**src/b2d_pkg.sv**
```systemverilog
// Shared types and constants for the binary to decimal ASCII converter.
// No dependencies; every other file imports this package.
`default_nettype none

package b2d_pkg;

   localparam int NUM_W      = 32;            // binary input width
   localparam int DIGITS     = 10;            // decimal digits of a 32-bit value
   localparam int BCD_W      = DIGITS * 4;
   localparam int CHAR_W     = 8;
   localparam int CNT_W      = 4;             // holds 0..10
   localparam int STEP_W     = $clog2(NUM_W);
   localparam int IDX_W      = $clog2(DIGITS);

   localparam logic [STEP_W-1:0] LAST_STEP       = STEP_W'(NUM_W - 1);
   localparam logic [CHAR_W-1:0] ASCII_ZERO      = 8'h30;
   localparam logic [CNT_W-1:0]  MAX_DIGITS_RST  = CNT_W'(DIGITS);
   localparam logic [3:0]        DABBLE_LIMIT    = 4'd5;
   localparam logic [3:0]        DABBLE_ADD      = 4'd3;

   typedef enum logic [1:0] {
      ST_IDLE,
      ST_CONVERT,
      ST_COUNT,
      ST_EMIT
   } b2d_state_type;

   // controller -> datapath
   typedef struct packed {
      logic load;     // capture a new number, clear the BCD register
      logic step;     // one shift-add-3 step
      logic count;    // find digit count, overflow flag and first index
      logic emit;     // load the next result beat into the output register
   } b2d_cmd_type;

   // datapath -> controller
   typedef struct packed {
      logic out_free;   // output register empty or being drained this cycle
      logic last_beat;  // the beat about to go out ends this number
   } b2d_status_type;

endpackage

`default_nettype wire

```
**src/b2d_ifs.sv**
```systemverilog
// Handshake channel interfaces: request, response and register write.
// Depends on b2d_pkg for field widths.
`default_nettype none

interface b2d_req_if;
   import b2d_pkg::*;
   logic              valid;
   logic              ready;
   logic [NUM_W-1:0]  number;
   modport source (output valid, output number, input ready);
   modport sink   (input valid, input number, output ready);
endinterface

interface b2d_rsp_if;
   import b2d_pkg::*;
   logic              valid;
   logic              ready;
   logic [CHAR_W-1:0] digit_char;
   logic              is_last;
   logic              too_long;
   logic [CNT_W-1:0]  digit_count;
   modport source (output valid, output digit_char, output is_last, output too_long,
                   output digit_count, input ready);
   modport sink   (input valid, input digit_char, input is_last, input too_long,
                   input digit_count, output ready);
endinterface

interface b2d_csr_if;
   import b2d_pkg::*;
   logic              valid;
   logic              ready;
   logic [CNT_W-1:0]  max_digits;
   modport source (output valid, output max_digits, input ready);
   modport sink   (input valid, input max_digits, output ready);
endinterface

`default_nettype wire

```
**src/b2d_ctrl.sv**
```systemverilog
// Sequencer for the converter: idle, 32 double-dabble steps, count, emit.
// Depends on b2d_pkg for the state, command and status types.
`default_nettype none

module b2d_ctrl (
   input  wire                     clock,
   input  wire                     reset,
   input  wire                     req_valid,
   output logic                    req_ready,
   input  b2d_pkg::b2d_status_type status,
   output b2d_pkg::b2d_cmd_type    cmd
);
   import b2d_pkg::*;

   b2d_state_type     state_ff, state_in;
   logic [STEP_W-1:0] step_ff,  step_in;

   // next state
   always_comb begin
      state_in = state_ff;
      case (state_ff)
         ST_IDLE:    if (req_valid) state_in = ST_CONVERT;
         ST_CONVERT: if (step_ff == LAST_STEP) state_in = ST_COUNT;
         ST_COUNT:   state_in = ST_EMIT;
         ST_EMIT:    if (status.out_free && status.last_beat) state_in = ST_IDLE;
         default:    state_in = ST_IDLE;
      endcase
   end

   // outputs
   always_comb begin
      cmd       = '0;
      req_ready = 1'b0;
      step_in   = '0;
      case (state_ff)
         ST_IDLE: begin
            req_ready = 1'b1;
            cmd.load  = req_valid;
         end
         ST_CONVERT: begin
            cmd.step = 1'b1;
            step_in  = step_ff + 1'b1;
         end
         ST_COUNT: cmd.count = 1'b1;
         ST_EMIT:  cmd.emit  = status.out_free;
         default: ;
      endcase
   end

   always_ff @(posedge clock) begin
      if (reset) begin
         state_ff <= ST_IDLE;
         step_ff  <= '0;
      end else begin
         state_ff <= state_in;
         step_ff  <= step_in;
      end
   end

endmodule

`default_nettype wire

```
**src/b2d_dpath.sv**
```systemverilog
// Datapath: double-dabble shift register, digit count, limit register
// and the result output register. Depends on b2d_pkg.
`default_nettype none

module b2d_dpath (
   input  wire                          clock,
   input  wire                          reset,
   input  b2d_pkg::b2d_cmd_type         cmd,
   output b2d_pkg::b2d_status_type      status,
   input  wire [b2d_pkg::NUM_W-1:0]     req_number,
   input  wire                          csr_valid,
   input  wire [b2d_pkg::CNT_W-1:0]     csr_max_digits,
   output logic                         rsp_valid,
   input  wire                          rsp_ready,
   output logic [b2d_pkg::CHAR_W-1:0]   rsp_digit_char,
   output logic                         rsp_is_last,
   output logic                         rsp_too_long,
   output logic [b2d_pkg::CNT_W-1:0]    rsp_digit_count
);
   import b2d_pkg::*;

   logic [NUM_W-1:0]  bin_ff,   bin_in;
   logic [BCD_W-1:0]  bcd_ff,   bcd_in;
   logic [BCD_W-1:0]  bcd_adj;
   logic [CNT_W-1:0]  cnt_ff,   cnt_in;
   logic [IDX_W-1:0]  idx_ff,   idx_in;
   logic              ovf_ff,   ovf_in;
   logic [CNT_W-1:0]  maxd_ff,  maxd_in;
   logic              vld_ff,   vld_in;
   logic [CHAR_W-1:0] char_ff,  char_in;
   logic              last_ff,  last_in;
   logic              tlong_ff, tlong_in;
   logic [CNT_W-1:0]  dcnt_ff,  dcnt_in;
   logic [CNT_W-1:0]  found;
   logic [3:0]        nib;

   // add 3 to every BCD digit of 5 or more before the shift
   always_comb begin
      for (int k = 0; k < DIGITS; k++) begin
         bcd_adj[k*4 +: 4] = (bcd_ff[k*4 +: 4] >= DABBLE_LIMIT)
                           ? bcd_ff[k*4 +: 4] + DABBLE_ADD : bcd_ff[k*4 +: 4];
      end
   end

   // highest nonzero digit; zero still has one digit
   always_comb begin
      found = CNT_W'(1);
      for (int k = 1; k < DIGITS; k++) begin
         if (bcd_ff[k*4 +: 4] != 4'd0) found = CNT_W'(k + 1);
      end
   end

   assign nib = bcd_ff[{idx_ff, 2'b00} +: 4];

   assign status.out_free  = !vld_ff || rsp_ready;
   assign status.last_beat = ovf_ff || (idx_ff == '0);

   always_comb begin
      bin_in   = bin_ff;
      bcd_in   = bcd_ff;
      cnt_in   = cnt_ff;
      idx_in   = idx_ff;
      ovf_in   = ovf_ff;
      maxd_in  = csr_valid ? csr_max_digits : maxd_ff;
      vld_in   = rsp_ready ? 1'b0 : vld_ff;
      char_in  = char_ff;
      last_in  = last_ff;
      tlong_in = tlong_ff;
      dcnt_in  = dcnt_ff;
      if (cmd.load) begin
         bin_in = req_number;
         bcd_in = '0;
      end
      if (cmd.step) begin
         bcd_in = {bcd_adj[BCD_W-2:0], bin_ff[NUM_W-1]};
         bin_in = {bin_ff[NUM_W-2:0], 1'b0};
      end
      if (cmd.count) begin
         cnt_in = found;
         ovf_in = found > maxd_ff;
         idx_in = IDX_W'(found - 1'b1);
      end
      if (cmd.emit) begin
         vld_in = 1'b1;
         if (ovf_ff) begin
            char_in  = '0;
            last_in  = 1'b1;
            tlong_in = 1'b1;
            dcnt_in  = '0;
         end else begin
            char_in  = ASCII_ZERO + CHAR_W'(nib);
            last_in  = (idx_ff == '0);
            tlong_in = 1'b0;
            dcnt_in  = cnt_ff;
            idx_in   = idx_ff - 1'b1;
         end
      end
   end

   always_ff @(posedge clock) begin
      if (reset) begin
         maxd_ff <= MAX_DIGITS_RST;
         vld_ff  <= 1'b0;
      end else begin
         maxd_ff <= maxd_in;
         vld_ff  <= vld_in;
      end
   end

   always_ff @(posedge clock) begin
      bin_ff   <= bin_in;
      bcd_ff   <= bcd_in;
      cnt_ff   <= cnt_in;
      idx_ff   <= idx_in;
      ovf_ff   <= ovf_in;
      char_ff  <= char_in;
      last_ff  <= last_in;
      tlong_ff <= tlong_in;
      dcnt_ff  <= dcnt_in;
   end

   assign rsp_valid       = vld_ff;
   assign rsp_digit_char  = char_ff;
   assign rsp_is_last     = last_ff;
   assign rsp_too_long    = tlong_ff;
   assign rsp_digit_count = dcnt_ff;

endmodule

`default_nettype wire

```
**src/binary_to_decimal_ascii.sv**
```systemverilog
// Top level of the unsigned 32-bit binary to decimal ASCII converter.
// Depends on b2d_pkg, the channel interfaces, b2d_ctrl and b2d_dpath.
//
//  channel   dir  per beat
//  -------   ---  -------------------------------------------------------
//  req_bus   in   number[31:0]
//  rsp_bus   out  digit_char[7:0], is_last, too_long, digit_count[3:0]
//  csr_bus   in   max_digits[3:0] (always ready, reset value 10)
//
// A number is accepted, then runs 32 double-dabble steps through the single
// shift-add-3 stage, then its digit count is found, and its n result beats
// leave the output register at one beat per cycle while rsp_bus is ready.
// A stalled rsp_bus holds the beat and pauses the emit sequencer; req_bus
// is ready again once the last beat sits in the output register.
// Synchronous active-high reset returns to idle and sets max_digits to 10.
`default_nettype none

module binary_to_decimal_ascii (
   input  wire        clock,
   input  wire        reset,
   b2d_req_if.sink    req_bus,
   b2d_rsp_if.source  rsp_bus,
   b2d_csr_if.sink    csr_bus
);
   import b2d_pkg::*;

   b2d_cmd_type    cmd;
   b2d_status_type status;

   // register writes are always accepted and go straight into the limit register
   assign csr_bus.ready = 1'b1;

   b2d_ctrl u_ctrl (
      .clock     (clock),
      .reset     (reset),
      .req_valid (req_bus.valid),
      .req_ready (req_bus.ready),
      .status    (status),
      .cmd       (cmd)
   );

   b2d_dpath u_dpath (
      .clock           (clock),
      .reset           (reset),
      .cmd             (cmd),
      .status          (status),
      .req_number      (req_bus.number),
      .csr_valid       (csr_bus.valid),
      .csr_max_digits  (csr_bus.max_digits),
      .rsp_valid       (rsp_bus.valid),
      .rsp_ready       (rsp_bus.ready),
      .rsp_digit_char  (rsp_bus.digit_char),
      .rsp_is_last     (rsp_bus.is_last),
      .rsp_too_long    (rsp_bus.too_long),
      .rsp_digit_count (rsp_bus.digit_count)
   );

endmodule

`default_nettype wire
```
**src/flat_wrapper.sv**
```systemverilog
// flat-port wrapper written by rule: the top's interface ports become plain ports
module binary_to_decimal_ascii_flat import b2d_pkg::*;
  (clock, reset, req_bus_valid, req_bus_number, req_bus_ready, rsp_bus_valid, rsp_bus_digit_char, rsp_bus_is_last, rsp_bus_too_long, rsp_bus_digit_count, rsp_bus_ready, csr_bus_valid, csr_bus_max_digits, csr_bus_ready);
  b2d_req_if req_bus_i ();
  b2d_rsp_if rsp_bus_i ();
  b2d_csr_if csr_bus_i ();
  input  wire clock;
  input  wire reset;
  input wire logic [$bits(req_bus_i.valid)-1:0] req_bus_valid;
  input wire logic [$bits(req_bus_i.number)-1:0] req_bus_number;
  output wire logic [$bits(req_bus_i.ready)-1:0] req_bus_ready;
  output wire logic [$bits(rsp_bus_i.valid)-1:0] rsp_bus_valid;
  output wire logic [$bits(rsp_bus_i.digit_char)-1:0] rsp_bus_digit_char;
  output wire logic [$bits(rsp_bus_i.is_last)-1:0] rsp_bus_is_last;
  output wire logic [$bits(rsp_bus_i.too_long)-1:0] rsp_bus_too_long;
  output wire logic [$bits(rsp_bus_i.digit_count)-1:0] rsp_bus_digit_count;
  input wire logic [$bits(rsp_bus_i.ready)-1:0] rsp_bus_ready;
  input wire logic [$bits(csr_bus_i.valid)-1:0] csr_bus_valid;
  input wire logic [$bits(csr_bus_i.max_digits)-1:0] csr_bus_max_digits;
  output wire logic [$bits(csr_bus_i.ready)-1:0] csr_bus_ready;
  assign req_bus_i.valid = req_bus_valid;
  assign req_bus_i.number = req_bus_number;
  assign req_bus_ready = req_bus_i.ready;
  assign rsp_bus_valid = rsp_bus_i.valid;
  assign rsp_bus_digit_char = rsp_bus_i.digit_char;
  assign rsp_bus_is_last = rsp_bus_i.is_last;
  assign rsp_bus_too_long = rsp_bus_i.too_long;
  assign rsp_bus_digit_count = rsp_bus_i.digit_count;
  assign rsp_bus_i.ready = rsp_bus_ready;
  assign csr_bus_i.valid = csr_bus_valid;
  assign csr_bus_i.max_digits = csr_bus_max_digits;
  assign csr_bus_ready = csr_bus_i.ready;
  binary_to_decimal_ascii u_core (.clock(clock), .reset(reset), .req_bus(req_bus_i), .rsp_bus(rsp_bus_i), .csr_bus(csr_bus_i));
endmodule
```
**config.mk**
```make
export PLATFORM = sky130hd
export DESIGN_NAME = binary_to_decimal_ascii_flat
export DESIGN_NICKNAME = d
export VERILOG_FILES = /design/src/b2d_pkg.sv /design/src/b2d_ifs.sv /design/src/b2d_ctrl.sv /design/src/b2d_dpath.sv /design/src/binary_to_decimal_ascii.sv /design/src/flat_wrapper.sv
export SDC_FILE = /design/constraint.sdc
export NUM_CORES = 1
export LEC_CHECK = 0
export BUFFER_PORTS_ARGS = -buffer_cell sky130_fd_sc_hd__buf_2
export CAP_MARGIN = 10
export CORE_UTILIZATION = 30
export DETAILED_ROUTE_END_ITERATION = 10
export PLACE_DENSITY = 0.57
export RECOVER_POWER = 100
export SKIP_CTS_REPAIR_TIMING = 1
export SYNTH_ARGS = -nofsm -noshare
export SYNTH_HDL_FRONTEND = slang
export SYNTH_HIERARCHICAL = 1
export SYNTH_SLANG_ARGS = --single-unit
```
**constraint.sdc**
```tcl
create_clock -name clock -period 6.58 [get_ports clock]
set_input_delay 0 -clock clock [delete_from_list [all_inputs] [get_ports clock]]
set_output_delay 0 -clock clock [all_outputs]
set_load 0.02 [all_outputs]
```
After elaboration in Yosys (flattened, before gate mapping)
Index checks and enable logic that the tools add are counted.
- add/subtract/negate cells: 14
- magnitude comparators: 11
- eq/ne operators: 7
- shift-type cells: 1
- mux-type cells: 38
- bitwise operators: 1
- reductions and logical operators: 19
- operators with widths (kind ; number):
    4-bit 2-to-1 mux ; 20
    40-bit 2-to-1 mux ; 2
    32-bit 2-to-1 mux ; 2
    4-bit by 3-bit >= comparator with 1-bit output (second input constant) ; 10
    40-bit by 7-bit variable part select with 4-bit output ; 1
    4-bit by 2-bit adder with 4-bit output (second input constant) ; 9
    4-bit nonzero test ; 9
    1-bit 2-to-1 mux ; 8
    2-bit 2-to-1 mux ; 4
    2-bit one-hot mux with 4 select lines ; 1
    4-bit by 1-bit subtractor with 4-bit output (second input constant) ; 2
    6-bit by 4-bit adder with 7-bit output (first input constant) ; 1
    2-bit != test (second input constant) ; 3
    5-bit by 1-bit adder with 5-bit output (second input constant) ; 1
    5-bit equality test (second input constant) ; 1
    2-bit equality test (second input constant) ; 2
    4-bit > comparator ; 1
    4-bit zero test ; 1
    2-bit nonzero test ; 2
    3-bit by 2-bit adder with 3-bit output (second input constant) ; 1
    3-bit 2-to-1 mux ; 1
    3-bit AND reduction ; 1
    2-bit by 1-bit equality test with 1-bit output (second input constant) ; 1
    2-bit zero test ; 1
    5 further kinds ; 6
- bits in registers: 107
- bits of input ports: 41

Longest topological paths before layout
Gate-level depths: netlist of the first run.
- depth after elaboration: 14
- mapped depth: 11
- depth with buffers taken out: 11

Cells and area by module
The synthesis of the first run kept the hierarchy.
- modules (own cells, without submodules) (module ; times used ; cells each ; area each (µm²)):
    b2d_dpath ; 1 ; 437 ; 5172.5
    b2d_ctrl ; 1 ; 39 ; 391.6
    binary_to_decimal_ascii ; 1 ; 2 ; 11.3

Worst setup path after synthesis of the first run
OpenSTA, ideal clock, no wires.
- path type: reg2reg
- start: reg u_core.u_dpath.bcd_ff[16]
- end: reg u_core.u_dpath.ovf_ff, data pin
- library setup time: 0.267 ns
- data arrival time: 2.258 ns
- required time: 6.313 ns
- setup slack: 4.056 ns
- cell stages (with the launch flop): 11
- cell sequence: edfxtp_1 -> inv_1 -> ha_1 -> or3b_4 -> nor4b_4 -> a21oi_2 -> ha_1 -> a21o_1 -> a21o_1 -> a21oi_1 -> mux2i_1
- word-level cells in the longest chain between the ends: 8
- ends and longest elaborated chain (what ; line ; RTL):
    start: declaration ; b2d_dpath.sv:23 ; logic [BCD_W-1:0] bcd_ff, bcd_in;
    start signal: assignment ; b2d_dpath.sv:112 ; bcd_ff <= bcd_in;
    4-bit nonzero test ; b2d_dpath.sv:49 ; if (bcd_ff[k*4 +: 4] != 4'd0) found = CNT_W'(k + 1);
    4-bit 2-to-1 mux (6 in a row) ; b2d_dpath.sv:49 ;
    net u_core.u_dpath.found[2] ; b2d_dpath.sv:34 ; logic [CNT_W-1:0] found;
    4-bit > comparator ; b2d_dpath.sv:80 ; ovf_in = found > maxd_ff;
    end signal: assignment ; b2d_dpath.sv:115 ; ovf_ff <= ovf_in;
    end: declaration ; b2d_dpath.sv:27 ; logic ovf_ff, ovf_in;
The timed path passes the listed nets, and every way through them passes these cells.
A chain may end at the register's enable or synchronous reset.

==> results of run 1 <==
flip-flops by register name, indices dropped and copies added (netlist names):
| register | count |
|---|---|
| u_core/u_ctrl/state_ff | 2 |
| u_core/u_ctrl/step_ff | 5 |
| u_core/u_dpath/bcd_ff | 40 |
| u_core/u_dpath/bin_ff | 32 |
| u_core/u_dpath/cnt_ff | 4 |
| u_core/u_dpath/idx_ff | 4 |
| u_core/u_dpath/maxd_ff | 4 |
| u_core/u_dpath/ovf_ff | 1 |
| u_core/u_dpath/rsp_digit_char | 5 |
| u_core/u_dpath/rsp_digit_count | 4 |
| u_core/u_dpath/rsp_is_last | 1 |
| u_core/u_dpath/rsp_too_long | 1 |
| u_core/u_dpath/rsp_valid | 1 |
worst max-delay path, cell delays in order (launching register included):
cell	delay [ps]
dfxtp_1	340
inv_1	120
ha_1	160
buf_4	560
or2_0	1110
buf_4	720
layer usage:
layer  track usage  wire, um  vias to the layer above
li1              -         -                     1897
met1         0.155      5320                     1855
met2         0.193      5380                       60
met3        0.0301       363                       13
met4        0.0568       207                        0
met5             0         0                        -
worst paths after layout:
check,start,to,slack (ps),cells after the start
worst max-delay path,u_core/u_ctrl/state_ff[1],u_core/u_dpath/bcd_ff[38],3130,5
worst min-delay path,rsp_bus_ready,u_core/u_dpath/rsp_valid,-30,3
worst max register to register,u_core/u_ctrl/state_ff[1],u_core/u_dpath/bcd_ff[38],3130,5
worst min register to register,u_core/u_ctrl/step_ff[0],u_core/u_ctrl/step_ff[0],470,1
cell families (layout without fill, tap and decap cells):
kind of cell,Yosys count,in the layout,synth area share
compound gates,99,99,0.125
xor+xnor,22,22,0.0346
fa+ha+maj,32,32,0.0718
buf+inv,53,147,0.0406
flops,104,104,0.530
mux,20,20,0.0545
other cells,2,3,0.00135
simple gates,146,146,0.142
cells in the final DEF, fill, tap and decap left out, types with 19 or more instances in the layout:
master,Yosys,layout
edfxtp_1,87,87
nand2_1,44,44
dlygate4sd3_1,0,42
buf_2,2,40
inv_1,32,32
ha_1,32,32
a22o_1,30,30
nor2_1,26,26
o21ai_0,23,24
and2_0,0,19
power by group:
| group | switching, mW | internal [mW] |
|---|---|---|
| Clock | 0.250 | 0.299 |
| Sequential | 0.273 | 1.11 |
| Combinational | 0.642 | 0.547 |
area by class of cell:
class / instances / area [um2]
clock buffers: 9 / 225
well taps: 229 / 287
clock inverters: 7 / 76.3
fillers: 1748 / 11300
flip-flops and latches: 104 / 2950
inverters: 33 / 124
multi-input cells: 322 / 2400
repair buffers: 98 / 688
==> qor.yml, run 1 <==
track_usage: 0.121
start_kind: "register"
syn_area_um2: 5580
clockRootBuffer: "clkbuf_16"
io_buffers: 54
synth_top_cell_by_area: "edfxtp_1"
yosysWarnings: 6
critPathMaxFanout: 79
core_um2: 18100
initial_utilization: 0.308
max-vdd-ir-drop_mv: 0.140
hold_violations: 1
violations: "design-rule violations, negative hold slack, max-capacitance violations, max-slew violations"
die_x_um: 138
path_class: "register to register"
relSlewSlack: -0.421
gp_congestion: 0.763
status: "finished, violations left"
syn-mean-instance-area_um2: 11.7
ys_async_sr_fraction: 0
synth_edf_count: 87
cap_violations: 1
hpwl_mm: 7.54
finalPower_mw: 3.12
fin_skew_ps: 6.80
worst_slack_ps: 3130
synth_top_area_frac: 0.469
slew_violations: 31
antenna_found_initial: 0
synthDistinctLibCells: 50
clk_pin_slew_worst_paths_ps: 70
area_delta_synth_final_pct: 21.1
cts_max_level: 3
placedCellCount: 744
power_density_nw_per_um2: 462
crit_arrival_ps: 3440
layout.cells.non_filler: 802
io-pin-count: 58
grt_pass1_wl_mm: 18.4
cts_max_path_buffers: 2
synth_common_cells: "87 x edfxtp_1, 44 x nand2_1, 32 x ha_1, 32 x inv_1, 30 x a22o_1"
drive_above_1_share: 0.124
period_share: 0.525
vias: 3825
fmax_mhz: 289
fin_util: 0.373
clock_sinks: 104
crit_required_ps: 6570
place_ws_ps: 3730
grt_max_degree: 80
synth.area.top_cells: "edfxtp_1 47%, ha_1 7.2%, dfxtp_1 6.1%, a22o_1 4.7%, nand2_1 3.0%"
totalWireLength_mm: 11.3
drt_first_iter_violations: 229
yosysMostFrequentCell: "edfxtp_1"
vias_per_cell: 4.77
dr.pass1.iters: 7
num_rows: 49
drc_errors: 12
ys_seq_area_frac: 0.530
syn_inst: 478
fin_setup_tns_ps: 0
cp-end-kind: "register"
placed_area_um2: 6050
fin_crit_ps: 3450
antenna_cells: 0
worstSkewPairLatency_ps: 350
nets: 641
power.leakage_nw: 2.61
hold_class: "input port to register"
design_area_um2: 6750
wire_per_inst_um: 14.1
tightestPinTransition_ps: 2130
setup_viol: 0
rsz0062_at_grt: "no"
grt_pass1_vias: 3689
dieArea_um2: 19100
ys_ff_latch: 104
whs_ps: -25.6
cts_tree: "done"
drtAntennaViolNets: 0
synth_ff_type: "edfxtp_1"
die-height_um: 138
cts_buffers: 9
grt-ovfl-total: 0
Note: power is estimated with default switching activity, not from simulation.
==> run 2: changes to the inputs <==
ABC_AREA = 1   (was unset)
PLACE_DENSITY = 0.59   (was 0.57)
clock period = 3 ns   (was 6.58 ns; I/O delays follow)
==> run 2 against run 1 <==
The run ends with negative hold slack left. Hold slack lost 15 ps. Clock skew about the same. Synthesized cell count grew 36%. Sequential cell count is the same. Count of clock-buffer cells in the layout is 1 higher. Routed wire length increased by 9.1%. Synthesized area up 3.3%. Via count grew 18%. Critical path depth rose by 8. Global-route usage is 0.31 points higher. Combinational power rose to 2.5 times the previous value. First-iteration DRC count grew 9.2%. Largest power group is now combinational logic.
==> qor.yml, run 2 <==
power.internal_mw: 4.09
yosysMostFrequentCell: "nand2_1"
synth_edf_count: 87
clock_sinks: 104
final_common_cell: "nand2_1"
period_share: 0.818
ys_seq_area_frac: 0.513
clkPwrFrac: 0.165
synthAdderAreaFrac: 0.0695
initial_utilization: 0.307
seq_power_share: 0.407
gp_congestion: 0.767
syn_inst: 650
rsz0062_at_grt: "no"
syn-mean-instance-area_um2: 8.86
nets: 813
tightestPinTransition_ps: 1420
switching_share: 0.424
drc_errors: 0
switchingPower_mw: 3.01
path_class: "register to register"
cts_buffers: 9
place_ws_ps: 672
vias: 4517
crit-reg2reg-launch: "u_core/u_dpath/bcd_ff[32]"
p_comb_frac: 0.428
dieArea_um2: 19800
placedCellCount: 920
critPathMaxFanout: 5
clockRootBuffer: "clkbuf_16"
ys_ff_latch: 104
totalWireLength_mm: 12.3
synth_top_cell_by_area: "edfxtp_1"
hpwl_mm: 8.01
core_um2: 18800
syn_area_um2: 5760
synth_compound_area_frac: 0.119
drt_first_iter_violations: 250
slew_violations: 0
die-height_um: 141
grt_pass1_wl_mm: 19.5
regMostFlops: "u_core/u_dpath/bcd_ff"
setup_viol: 0
min-delay-start: "req_bus_number[29]"
fmax_mhz: 407
cts_tree: "done"
cp-end-kind: "register"
num_rows: 50
worst_slack_ps: 546
final_cell_mix: "130 x nand2_1, 87 x edfxtp_1, 83 x inv_1, 59 x o21ai_0, 55 x a21oi_1"
fin_setup_tns_ps: 0
synth_top_family_by_area: "simple AND/OR/NAND/NOR gates"
worst-r2r-cell-count: 13
fin_skew_ps: 6.56
yosysWarnings: 6
ys_async_sr_fraction: 0
largest_reg_flops: 40
clk_pin_slew_worst_paths_ps: 70
timing.rr.end: "u_core/u_dpath/ovf_ff"
synth_top_area_frac: 0.454
io_buffers: 54
grt-ovfl-total: 0
wire_per_inst_um: 12.6
worstSkewPairLatency_ps: 360
cts_max_path_buffers: 2
synthMuxAreaShare: 0
hold_path_depth: 3
vias_per_cell: 4.61
synth_common_cells: "126 x nand2_1, 87 x edfxtp_1, 83 x inv_1, 58 x o21ai_0, 55 x a21oi_1"
hold_violations: 1
track_usage: 0.124
cts_max_level: 3
layout.cells.non_filler: 979
fin_crit_ps: 2450
hold_class: "input port to register"
io-pin-count: 58
largestRegisters: "u_core/u_dpath/bcd_ff: 40 flops, u_core/u_dpath/bin_ff: 32 flops"
grt_max_degree: 60
relSlewSlack: 0.0501
whs_ps: -40.7
power.leakage_nw: 2.99
dr.pass1.iters: 7
grt_pass1_vias: 4037
synthDistinctLibCells: 39
yosys.area_share.simple: 0.201
synth_ff_type: "edfxtp_1"
synth.area.top_cells: "edfxtp_1 45%, nand2_1 8.2%, ha_1 7.0%, dfxtp_1 5.9%, inv_1 5.4%"
r2r_setup_slack_ps: 550
crit_required_ps: 3110
status: "finished, violations left"
antenna_found_initial: 0
power_density_nw_per_um2: 1020
crit_arrival_ps: 2570
crit_end: "u_core/u_dpath/ovf_ff"
drtAntennaViolNets: 0
drive_above_1_share: 0.119
synth-xor-area-share: 0.0167
start_kind: "register"
max-vdd-ir-drop_mv: 0.483
violations: "negative hold slack"
critPathLaunch: "u_core/u_dpath/bcd_ff[32]"
area_delta_synth_final_pct: 20.8
cap_violations: 0
antenna_cells: 0
die_x_um: 141
==> run 2: cell types whose count changed after synthesis, sizes merged, moves of 38 or more <==
cell	change
nand3	+43
a21oi	+44
o21ai	+38
inv	+58
nand2	+90
==> run 2: critical path, cell delays in order, from the launching register on <==
cell,delay [ps]
edfxtp_1,440
inv_1,110
ha_1,250
nand3_4,90
nor2_1,230
nand2_4,110
a21oi_4,200
ha_1,260
nand2_1,60
inv_1,50
a221oi_1,230
nor2_1,60
o21ai_0,80
nand2_1,60
==> run 2: logic make-up after synthesis <==
logic type      Yosys count
buf+inv                 118
other cells               2
compound gates          129
fa+ha+maj                32
flops                   104
xor+xnor                 11
simple gates            254
==> run 2: power groups by stage <==
stage                     combinational (mW)  clock [mW]  sequential [mW]
after CTS                               3.06        1.22             2.89
after global routing                    3.49        1.26             2.98
after floorplan                         2.30           0             2.82
after detailed placement                3.05           0             2.91
after global placement                  3.02           0             2.90
final                                   3.03        1.17             2.89
==> run 2: layout make-up <==
cell class | count | area (um2)
tap | 234 | 293
clock inverter | 6 | 51.3
clock buffer | 10 | 239
fill | 1891 | 11800
timing repair buffer | 104 | 751
inverter | 92 | 345
sequential | 104 | 2950
multi-input combinational | 429 | 2320
==> run 2: per-stage QoR <==
| stage | utilization | hold slack (ps) | cell area (um2) | total power, mW |
|---|---|---|---|---|
| finish | 0.371 | -40.7 | 6960 | 7.09 |
| global route | 0.371 | 2.69 | 6960 | 7.74 |
| CTS | 0.351 | -144 | 6580 | 7.17 |
| detailed placement | 0.335 | 234 | 6290 | 5.96 |
| global placement | 0.335 | 225 | 6290 | 5.92 |
| floorplan | - | 69.1 | 5770 | 5.12 |
==> run 2: how the worst min path moves through the flow <==
stage / endpoint / slack (ps)
after floorplan: u_core/u_dpath/rsp_valid / 70
after global placement: u_core/u_dpath/maxd_ff[3] / 230
after detailed placement: u_core/u_dpath/maxd_ff[3] / 230
after CTS: u_core/u_dpath/maxd_ff[3] / -140
after global routing: u_core/u_dpath/bin_ff[29] / 3
final: u_core/u_dpath/bin_ff[29] / -40
==> run 2: routing by layer <==
metal	routed length (um)	global-route usage
met1	6000	0.164
met2	5750	0.200
met3	372	0.0229
met4	182	0.0521
met5	0	0
==> run 3: changes to the inputs <==
clock period = 2.1 ns   (was 3 ns; I/O delays follow)
==> run 3 against run 2 <==
The flow still finishes with violations (negative hold slack). Utilization is 2.8 points higher. Fmax is 19% higher. Non-clock buffer count is 47 higher. First-iteration DRC count is 17% lower. Sequential cell count stayed put. Critical endpoint unchanged. Highest routed layer unchanged.
==> qor.yml, run 3 (synthesized netlist as in run 2, its figures left out) <==
status: "finished, violations left"
violations: "negative hold slack"
dieArea_um2: 19800
die_x_um: 141
cts_tree: "done"
antenna_cells: 0
nFillCells: 1847
placed_area_um2: 6570
max_stage_delay_ps: 410
clock_sinks: 104
final_cell_mix: "118 x nand2_1, 87 x edfxtp_1, 69 x inv_1, 56 x o21ai_0, 54 x a21oi_1"
critPathMaxFanout: 4
fin_util: 0.398
fin_setup_tns_ps: 0
antenna_found_initial: 1
design_area_um2: 7480
hold_violations: 2
grt_pass1_wl_mm: 20.0
setup_viol: 0
dr.pass1.iters: 4
hpwl_mm: 8.73
use_met2: 0.206
regMostFlops: "u_core/u_dpath/bcd_ff"
drc_errors: 0
cp-end-kind: "register"
nets: 860
crit_chain: "inv_2 > ha_4 > nand2_2 > nor2_4 > nand2_4 > a21oi_4 > ha_1 > nand2_1 > inv_2 > a221oi_2 > nor2_1 > o21ai_1 > nand2_1"
slew_violations: 0
whs_ps: -21.3
initial_utilization: 0.307
grt_busiest_layer: "met2"
gp_congestion: 0.789
relSlewSlack: 0.560
fin_crit_ps: 2070
totalWireLength_mm: 13.2
area_delta_synth_final_pct: 29.9
wire_per_inst_um: 12.8
grt_pass1_vias: 4155
vias: 4700
io-pin-count: 58
worstSkewPairLatency_ps: 350
slowest_stage: "edfxtp_1"
drt_first_iter_violations: 208
grt_max_degree: 43
core_um2: 18800
io_buffers: 54
crit_required_ps: 2200
placedCellCount: 957
vias_per_cell: 4.58
clockRootBuffer: "clkbuf_16"
layout.cells.non_filler: 1026
max-vdd-ir-drop_mv: 0.678
use_met1: 0.173
drive_above_1_share: 0.227
largestRegisters: "u_core/u_dpath/bcd_ff: 40 flops, u_core/u_dpath/bin_ff: 32 flops"
fin_skew_ps: 6.58
fmax_mhz: 483
cap_violations: 0
rsz0062_at_grt: "yes"
hold_class: "input port to register"
largest_reg_flops: 40
crit_arrival_ps: 2170
die-height_um: 141
final_common_cell: "nand2_1"
clk_pin_slew_worst_paths_ps: 70
cts_max_level: 3
tightestPinTransition_ps: 659
power_density_nw_per_um2: 1490
cts_buffers: 9
grt_use_met3: 0.0274
track_usage: 0.127
grt-ovfl-total: 0
cts_max_path_buffers: 2
period_share: 0.985
num_rows: 50
start_kind: "register"
drtAntennaViolNets: 0
power.leakage_nw: 3.22
path_class: "register to register"
[run 3: cell types whose count changed in the layout (fill, tap and decap cells not counted), moves of 3 or more]
cell | before | now
buf_4 | 2 | 52
inv_1 | 83 | 69
inv_2 | 8 | 22
nand2_1 | 130 | 118
ha_1 | 32 | 22
nand2_2 | 3 | 13
ha_4 | 0 | 8
nor2_1 | 47 | 43
nor2_4 | 3 | 6
o21ai_0 | 59 | 56
o21ai_1 | 3 | 6
[run 3: area by class of cell]
| cell class | count | area, um2 | share of cell area |
|---|---|---|---|
| tap | 234 | 293 | 0.0392 |
| sequential | 104 | 2950 | 0.395 |
| inverter | 92 | 345 | 0.0462 |
| clock buffer | 10 | 229 | 0.0306 |
| multi-input combinational | 429 | 2520 | 0.337 |
| timing repair buffer | 151 | 1090 | 0.146 |
| clock inverter | 6 | 43.8 | 0.00586 |
[run 3: stage by stage]
stage,hold WS (ps),setup slack (ps),power [mW]
global route,6.53,-115,12.1
finish,-21.3,30.5,11.1
CTS,-138,-66.4,10.7
global placement,227,34.6,8.93
detailed placement,230,-52.4,9.02
floorplan,69.1,-8.18,7.32
[run 3: worst paths after layout]
| path | end | slack [ps] | from | cells after the start |
|---|---|---|---|---|
| max reg2reg | u_core/u_dpath/ovf_ff | 30 | u_core/u_dpath/bcd_ff[36] | 13 |
| max | u_core/u_dpath/ovf_ff | 30 | u_core/u_dpath/bcd_ff[36] | 13 |
| min reg2reg | u_core/u_ctrl/step_ff[0] | 450 | u_core/u_ctrl/step_ff[0] | 1 |
| min | u_core/u_dpath/bin_ff[30] | -20 | req_bus_number[30] | 3 |
[run 3: critical path, delay by kind of cell (launching register included)]
| kind | cells | cell delay (ps) |
|---|---|---|
| compound gates | 3 | 390 |
| fa+ha+maj | 2 | 380 |
| simple gates | 6 | 500 |
| buf+inv | 2 | 140 |
| flops | 1 | 410 |
[run 3: layer usage]
layer | vias up | wire (um)
met5 | - | 0
met2 | 83 | 6260
met4 | 0 | 140
li1 | 2437 | -
met1 | 2168 | 6300
met3 | 12 | 470
[run 3: report_power, final]
group | internal, mW | switching, mW
sequential | 3.53 | 0.481
combinational | 2.15 | 3.38
clock | 0.813 | 0.776
total | 6.49 | 4.63
